## config.mk

```make
export PLATFORM = sky130hd
export DESIGN_NAME = ptil_front
export DESIGN_NICKNAME = d
export VERILOG_FILES = /design/src/ptil_pkg.sv /design/src/ptil_front.sv
export SDC_FILE = /design/constraint.sdc
export NUM_CORES = 1
export LEC_CHECK = 0
export BUFFER_PORTS_ARGS = -buffer_cell sky130_fd_sc_hd__buf_4
export CORE_ASPECT_RATIO = 0.75
export CORE_MARGIN = 2
export CORE_UTILIZATION = 56
export DETAILED_ROUTE_END_ITERATION = 8
export GPL_TIMING_DRIVEN = 0
export PLACE_DENSITY = 0.84
export SLEW_MARGIN = 20
export SYNTH_ARGS = -nofsm -noshare
export SYNTH_HDL_FRONTEND = slang
export SYNTH_SLANG_ARGS = --single-unit
```

## constraint.sdc

```tcl
create_clock -name clk -period 6.7 [get_ports clk]
set_clock_uncertainty 0.2 [all_clocks]
set_input_delay 0.335 -clock clk [delete_from_list [all_inputs] [get_ports clk]]
set_output_delay 0.335 -clock clk [all_outputs]
set_load 0.02 [all_outputs]
```

## src/ptil_pkg.sv

```systemverilog
// Shared types and constants for the polar table lookup block.
`default_nettype none
package ptil_pkg;

  localparam int SPEED_W = 16;
  localparam int ANGLE_W = 16;
  localparam int TIME_W  = 20;
  localparam int OP_W    = 2;
  localparam int ST_W    = 2;
  // Entry word: angle above time.
  localparam int ENTRY_W = ANGLE_W + TIME_W;
  // Interpolation product: 17-bit signed delta x times 21-bit signed delta y.
  localparam int PROD_W  = (SPEED_W + 1) + (TIME_W + 1);
  localparam int MAG_W   = PROD_W - 1;
  localparam int DCNT_W  = $clog2(MAG_W);

  localparam logic [OP_W-1:0] OP_INSERT = 2'd0;
  localparam logic [OP_W-1:0] OP_QUERY  = 2'd1;
  localparam logic [OP_W-1:0] OP_CLEAR  = 2'd2;

  localparam logic [ST_W-1:0] ST_OK    = 2'd0;
  localparam logic [ST_W-1:0] ST_EMPTY = 2'd1;
  localparam logic [ST_W-1:0] ST_FULL  = 2'd2;

  typedef enum logic [1:0] {
    REQ_INSERT,
    REQ_QUERY,
    REQ_CLEAR,
    REQ_NOP
  } req_kind_t;

  typedef struct packed {
    req_kind_t           kind;
    logic [SPEED_W-1:0]  speed;
    logic [ANGLE_W-1:0]  angle;
    logic [TIME_W-1:0]   value;
  } req_t;

endpackage
`default_nettype wire

```

## src/ptil_front.sv

```systemverilog
// Front end: accepts requests, decodes the operation and queues them.
`default_nettype none
module ptil_front
  import ptil_pkg::*;
(
  input  wire logic               clk,
  input  wire logic               rst_n,
  input  wire logic               in_valid,
  output logic                    in_ready,
  input  wire logic [OP_W-1:0]    in_operation,
  input  wire logic [SPEED_W-1:0] in_wind_speed,
  input  wire logic [ANGLE_W-1:0] in_wind_angle,
  input  wire logic [TIME_W-1:0]  in_entry_time,
  output logic                    req_valid,
  input  wire logic               req_pop,
  output req_t                    req
);

  req_t       q_r [2];
  logic       wp_r;
  logic       rp_r;
  logic [1:0] cnt_r;
  req_t       dec;
  logic       push;

  always_comb begin
    dec.speed = in_wind_speed;
    dec.angle = in_wind_angle;
    dec.value = in_entry_time;
    unique case (in_operation)
      OP_INSERT: dec.kind = REQ_INSERT;
      OP_QUERY:  dec.kind = REQ_QUERY;
      OP_CLEAR:  dec.kind = REQ_CLEAR;
      default:   dec.kind = REQ_NOP;
    endcase
  end

  assign in_ready  = (cnt_r != 2'd2);
  assign push      = in_valid && in_ready;
  assign req_valid = (cnt_r != 2'd0);
  assign req       = q_r[rp_r];

  always_ff @(posedge clk) begin
    if (!rst_n) begin
      wp_r  <= 1'b0;
      rp_r  <= 1'b0;
      cnt_r <= 2'd0;
    end else begin
      if (push) begin
        q_r[wp_r] <= dec;
        wp_r      <= ~wp_r;
      end
      if (req_pop && req_valid) begin
        rp_r <= ~rp_r;
      end
      cnt_r <= cnt_r + 2'(push) - 2'(req_pop && req_valid);
    end
  end

endmodule
`default_nettype wire

```

==> results.json <==
{
  "r2r-end": "cnt_r[1]",
  "synth_edf_count": 108,
  "layout_common_cells": "buf_4, edfxtp_1, dlygate4sd3_1",
  "first_pass_iters": 4,
  "antennaDiodeCount": 0,
  "leakage_nw": 2.59,
  "h-tree-depth": 4,
  "holdPathStages": 4,
  "critPathArrivalTime_ns": 1.67,
  "fmax_ghz": 0.453,
  "hpwl_um": 4900,
  "wl_per_cell_um": 20.0,
  "setup_viol": 0,
  "required_ns": 6.16,
  "yosys_register_bits": 113,
  "drv_slew": 0,
  "synth_top_cell_area_share": 0.738,
  "fin_total_pwr_mw": 2.42,
  "hold_viol": 0,
  "antenna_found_initial": 0,
  "synth_cells": 195,
  "period_share": 0.329,
  "port-buffer-count": 111,
  "critPathKind": "reg -> out",
  "die_w_um": 106,
  "ctsRootBufferMaster": "clkbuf_8",
  "drtAntennaViolNets": 0,
  "powerDensity_mw_per_mm2": 369,
  "numCtsBuffers": 17,
  "synth_nets": 255,
  "end_kind": "primary output",
  "tns_ns": 0,
  "async_reset_ff_frac": 0,
  "fin_util": 0.879,
  "clock_latency_ns": 0.50,
  "rsz0062_at_grt": "no",
  "slew-limit-headroom": 0.500,
  "first_iter_violations": 130,
  "min_period_ns": 2.21,
  "grt_max_degree": 55,
  "final_common_cell": "buf_4",
  "hold_class": "in -> reg",
  "grt_pass1_wl_um": 14800,
  "irDropWorstVdd_uv": 284,
  "path_clk_slew_ns": 0.05,
  "cts.sinks": 113,
  "drt-total-wl_um": 9920,
  "tightest_slew_ns": 0.750,
  "io_pins": 114,
  "initial_core_util": 0.588,
  "track_usage": 0.247,
  "die_h_um": 80.7,
  "tritoncts": "built",
  "syn_to_final_growth_pct": 49.4,
  "yosys.area.top_type": "edfxtp_1",
  "path_max_fanout": 10,
  "nNetsFinal": 443,
  "r2r_setup_slack_ns": 4.55,
  "cts_buffer_depth": 2,
  "seq_area_frac_synth": 0.761,
  "outcome": "finished, final reports clean",
  "grt_pass1_vias": 2740,
  "synth_area_mm2": 0.00439,
  "drv_cap": 0,
  "vias": 2521,
  "rows": 27,
  "start_kind": "register",
  "ys_warn_count": 0,
  "dieArea_mm2": 0.00858,
  "yosys-top-cells-area": "edfxtp_1, mux2_4, buf_12",
  "min_from": "req_pop",
  "worstRegToRegCells": 9,
  "ys.flop_type": "edfxtp_1",
  "ys_types": 20,
  "drive_gt1_frac": 0.510,
  "grt.overflow.total": 0,
  "syn_area_per_cell_um2": 22.5,
  "via_per_inst": 5.07,
  "worstReg2RegStart": "cnt_r[0]",
  "drc": 0,
  "place.gp.congestion": 0.683,
  "fp.coreArea_mm2": 0.00747
}
==> flip-flops by register name, summed over array words and instances (netlist names), named ones only <==
| name | flops |
|---|---|
| q_r | 108 |
| cnt_r | 2 |
| rp_r | 1 |
| wp_r | 1 |
==> critical path: stages, from the launching register on <==
cell	delay [ns]
dfxtp_1	0.32
buf_6	0.19
buf_12	0.17
mux2_4	0.32
buf_4	0.16
==> metrics by stage <==
stage	hold slack, ns	cell area, um2	std cells	setup slack, ns
after floorplan	0.234	4390	195	3.03
after global placement	0.277	5350	407	2.03
after detailed placement	0.323	5410	409	4.63
after CTS	0.139	6560	497	4.48
after global routing	0.191	6560	497	4.43
final	0.171	6560	497	4.49
==> kinds of logic after synthesis <==
group	share of synthesized area
mux	0.181
xor+xnor	0.00598
compound gates	0.00313
buf+inv	0.0288
fa+ha+maj	0.00570
simple gates	0.0142
flops	0.761
==> power breakdown <==
part           switching, mW  internal [mW]  total, mW
clock network          0.294          0.594      0.889
registers             0.0252          0.842      0.867
logic                  0.313          0.351      0.663
total                  0.632           1.79       2.42
==> layer usage <==
layer,routed length (um),up-vias,global-route usage
met2,5470,109,0.463
met1,3750,1261,0.261
met3,557,12,0.0836
met5,0,-,0
li1,-,1139,-
met4,143,0,0.0868
==> repair_timing <==
item / in CTS / in global routing
setup endpoints to repair: 0 / 0
resized for setup: 0 / 0
buffers inserted: 0 / 0
hold buffers: 56 / 0
endpoints found under the hold margin: 113 / 0
==> layout make-up <==
class | count | area [um2]
sequential | 113 | 3340
tap | 101 | 126
buffer | 8 | 119
fill | 301 | 905
clock buffer | 18 | 418
inverter | 2 | 7.51
timing repair buffer | 169 | 1440
multi-input combinational | 72 | 936
clock inverter | 14 | 170
==> how the worst max path moves through the flow <==
stage	endpoint	slack, ns
2_1_floorplan	q_r[0][0]	3.03
6_report	req[45]	4.49
3_5_place_dp	cnt_r[1]	4.63
5_1_grt	req[45]	4.43
4_1_cts	req[9]	4.48
3_3_place_gp	q_r[0][15]	2.03
==> cells in the mapped netlist, drive strengths merged, types with 2 or more instances <==
master,n
edfxtp,108
mux2,54
buf,6
dfxtp,5
and2,3
xnor2,3
clkbuf,2
ha,2
inv,2
nor2b,2
Power figures use the tool's default switching activity.
